<file path="src/svc_pkg.sv">
// shared types and constants for the sparse vector clock store
package svc_pkg;

  // field widths
  localparam int IDX_W = 8;
  localparam int VAL_W = 64;
  localparam int CNT_W = 9;

  // stream payload widths; the data widths are padded to whole bytes
  localparam int IN_DATA_W  = 72;
  localparam int IN_USER_W  = 2;
  localparam int OUT_DATA_W = 88;
  localparam int OUT_PAD_W  = OUT_DATA_W - (VAL_W + IDX_W + CNT_W + 2);

  // operation codes
  typedef enum logic [1:0] {
    OP_GET       = 2'd0,
    OP_RAISE     = 2'd1,
    OP_CLEAR     = 2'd2,
    OP_READ_LIST = 2'd3
  } op_t;

  // commands from controller to datapath
  typedef struct packed {
    logic capture;  // item accepted: latch it and start the first memory read
    logic lookup;   // read the counter of the thread fetched from the list
    logic finish;   // commit state updates and load the result register
  } svc_cmd_t;

endpackage

</file>
<file path="src/svc_ctrl.sv">
// controller: sequences each item and owns the handshake flags
module svc_ctrl (
  input  logic                clk,
  input  logic                rst,
  input  logic                s_tvalid,
  input  svc_pkg::op_t        op,
  input  logic                m_tready,
  output logic                s_tready,
  output logic                m_tvalid,
  output svc_pkg::svc_cmd_t   cmd
);
  import svc_pkg::*;

  typedef enum logic [1:0] {
    ST_IDLE,
    ST_LOOKUP,
    ST_EXEC
  } state_t;

  state_t state;
  state_t state_next;
  logic   accept;
  logic   slot_free;

  // handshake and command decode
  assign s_tready    = (state == ST_IDLE);
  assign accept      = s_tvalid && s_tready;
  assign slot_free   = !m_tvalid || m_tready;
  assign cmd.capture = accept;
  assign cmd.lookup  = (state == ST_LOOKUP);
  assign cmd.finish  = (state == ST_EXEC) && slot_free;

  // next state
  always_comb begin
    state_next = state;
    case (state)
      ST_IDLE: begin
        if (accept) begin
          state_next = (op == OP_READ_LIST) ? ST_LOOKUP : ST_EXEC;
        end
      end
      ST_LOOKUP: begin
        state_next = ST_EXEC;
      end
      ST_EXEC: begin
        if (slot_free) begin
          state_next = ST_IDLE;
        end
      end
      default: begin
        state_next = ST_IDLE;
      end
    endcase
  end

  // state and output valid flag
  always_ff @(posedge clk) begin
    if (rst) begin
      state    <= ST_IDLE;
      m_tvalid <= 1'b0;
    end else begin
      state <= state_next;
      if (cmd.finish) begin
        m_tvalid <= 1'b1;
      end else if (m_tready) begin
        m_tvalid <= 1'b0;
      end
    end
  end

endmodule

</file>
<file path="config.mk">
export PLATFORM = sky130hd
export DESIGN_NAME = svc_ctrl
export DESIGN_NICKNAME = d
export VERILOG_FILES = /design/src/svc_pkg.sv /design/src/svc_ctrl.sv
export SDC_FILE = /design/constraint.sdc
export NUM_CORES = 1
export LEC_CHECK = 0
export BUFFER_PORTS_ARGS = -buffer_cell sky130_fd_sc_hd__buf_2
export CORE_AREA = 2 2 39 41
export DETAILED_ROUTE_END_ITERATION = 16
export DIE_AREA = 0 0 41 43
export GPL_ROUTABILITY_DRIVEN = 1
export GPL_TIMING_DRIVEN = 1
export PLACE_DENSITY = 0.44
export SKIP_CTS_REPAIR_TIMING = 1
export SLEW_MARGIN = 5
export SYNTH_ARGS = -nofsm -noshare
export SYNTH_HDL_FRONTEND = slang
export SYNTH_SLANG_ARGS = --single-unit
export TNS_END_PERCENT = 100
</file>
<file path="constraint.sdc">
create_clock -name clk -period 1 [get_ports clk]
set_input_delay 0.2 -clock clk [delete_from_list [all_inputs] [get_ports clk]]
set_output_delay 0.2 -clock clk [all_outputs]
set_load 0.1 [all_outputs]
</file>
==> out/metrics.csv <==
metric,value,unit
outcome,"finished, violations left",
clk sinks,3,
largest net degree at the start of global routing,5,
CP arrival,1040,ps
Core Area,0.001384,mm2
DR iter-0 viols,2,
via count,178,
Final Critical Period,1242,ps
Root Buffer,clkbuf_4,
GRT overflow,0,
Combinational Power Share,42.7,%
Yosys reg bits,3,
Net Sw Frac,38.64,%
Post-Synth Simple-Gate Area,37.60,%
DRT Pass-1 Iters,3,
final instance area,377.9,um2
syn avg cell area,9.775,um2
Min-Delay Path Class,input pin to register,
Inserted Diodes,0,
Final Hold Slack,151.4,ps
main combinational cell family by area after synthesis,simple AND/OR/NAND/NOR gates,
Crit Path Category,register to primary output,
Post-Syn Area,156.4,um2
Max Cap Violations,0,
Final Non-Filler Cells,47,
row cnt,14,
gp weighted congestion,0.6158,
full die area,0.001763,mm2
Antenna Nets Post-Route,0,
# port buffers,10,
Fin Clk Skew,0.06969,ps
share of cells above drive strength 1,83.87,%
Peak Freq,805.4,MHz
CP Cell Sequence,"nor2_4, and2_4, buf_12",
CTS Buf Count,3,
final worst setup slack,-241.7,ps
clock share of power,34.9,%
Clock Latency Late Sink,240,ps
TNS Setup,-976.9,ps
final WL,445,um
P&R area growth vs syn,141.6,%
number of fill cells,145,
worst-path fanout max,4,
Place WS,-43.82,ps
Cells after Synth,16,
Final Slew Violations,0,
Starting Density,11.30,%
routed vias/inst,3.787,
mux contribution to synthesized area,0,%
Int Pwr,389.8,uW
"delay-heaviest family, CP",flip-flops,
critical path's slowest cell,dfxtp_4,
CP Launch Type,register,
Final period util,124.2,%
complex-gate fraction of the synthesized area,19.20,%
Final Hold Vio Count,0,
Synth Area in XOR/XNOR,0,%
placed insts,43,
adder-cell share of the synthesized area,0,%
fin nets,38,
leakage power,0.0001692,uW
Total Routing Usage GR,6.820,%
net count after synthesis,22,
CTS max path bufs,2,
Seq pwr share,22.4,%
P_sw,245.4,uW
Max-Slew Margin vs Limit,88.44,%
CTS tree,built,
Ports,11,
Cell Pwr Density,1681,mW/mm2
initial antenna violation count,0,
Chip Width,41,um
clock slew at reported path FFs,40,ps
first-pass GRT wire length,717,um
failing checks,setup timing,
Placement Cell Area,335.3,um2
yosys warns,0,
# setup viols final,6,
FF-to-FF setup slack,-50,ps
"Data required, critical path",800,ps
H-tree lvl count,1,
slowest cell delay on critical path,360,ps
VDD IR max,793.7,uV
WL/cell,9.468,um
DRC viols,0,
RSZ-0062 raised after global routing,yes,
measured slew at the worst slew-check pin,173.3,ps
crit path capture type,primary output,
library cells used by synthesis,12,
post-synthesis sequential area ratio,38.40,%
vias in the first global route,163,
Die H,43,um
worst path bufs/invs,1,
==> final timing paths <==
check                           startpoint       end  cells after the start
worst max register to register    state[0]  state[1]                      2
worst max-delay path              state[1]    cmd[2]                      3
worst min register to register    state[1]  state[1]                      1
worst min-delay path                   rst  state[1]                      2
==> state kept, by name, summed over array words and instances (netlist names) <==
register and cells:
state 2, m_tvalid 1
==> Yosys cell counts <==
master / n / share of area (%)
a21oi_1: 1 / 3.2
dfxtp_1: 3 / 38
or3b_1: 1 / 5.6
and3_1: 1 / 4.0
nor2b_1: 2 / 8.0
buf_4: 1 / 4.8
a21bo_2: 1 / 6.4
nand2b_1: 2 / 8.0
and3b_1: 1 / 5.6
nor2_1: 1 / 2.4
and2_1: 1 / 4.0
a221oi_2: 1 / 9.6
==> cell usage in the layout, fill, tap and decap left out, types with 2 or more instances in the layout <==
master / count
clkbuf_4: 3
dfxtp_4: 2
buf_12: 5
buf_2: 5
==> final cells by class <==
type                    instances  area (um2)  area share [%]
clock buffers                   4       26.28           6.954
multi-input cells              12       118.9           31.46
flip-flops and latches          3       68.82           18.21
well taps                      16       20.02           5.298
repair buffers                 12       143.9           38.08
==> power groups by stage <==
stage	clock network [uW]	registers, uW	logic [uW]
6_report	222	142	272
5_1_grt	247	143	282
4_1_cts	229	140	267
3_5_place_dp	0	142	267
3_3_place_gp	0	141	263
2_1_floorplan	0	163	156
==> logic make-up (layout without fill, tap and decap cells) <==
logic type	Yosys count	after routing
compound gates	3	3
flops	3	3
simple gates	9	9
buf+inv	1	16
==> metal layers <==
| metal | wire length (um) | GRT usage [%] |
|---|---|---|
| met3 | 83 | 9.948 |
| met5 | 0 | 0 |
| met1 | 195 | 8.654 |
| met4 | 0 | 2.000 |
| met2 | 167 | 5.938 |
==> per-stage QoR <==
| stage | utilization (%) | total power, uW |
|---|---|---|
| floorplan | - | 319.8 |
| global placement | 24.23 | 404.3 |
| detailed placement | 24.23 | 408.6 |
| CTS | 26.13 | 635.9 |
| global route | 27.31 | 672.1 |
| finish | 27.31 | 635.2 |
(Power assumes the default switching activity.)
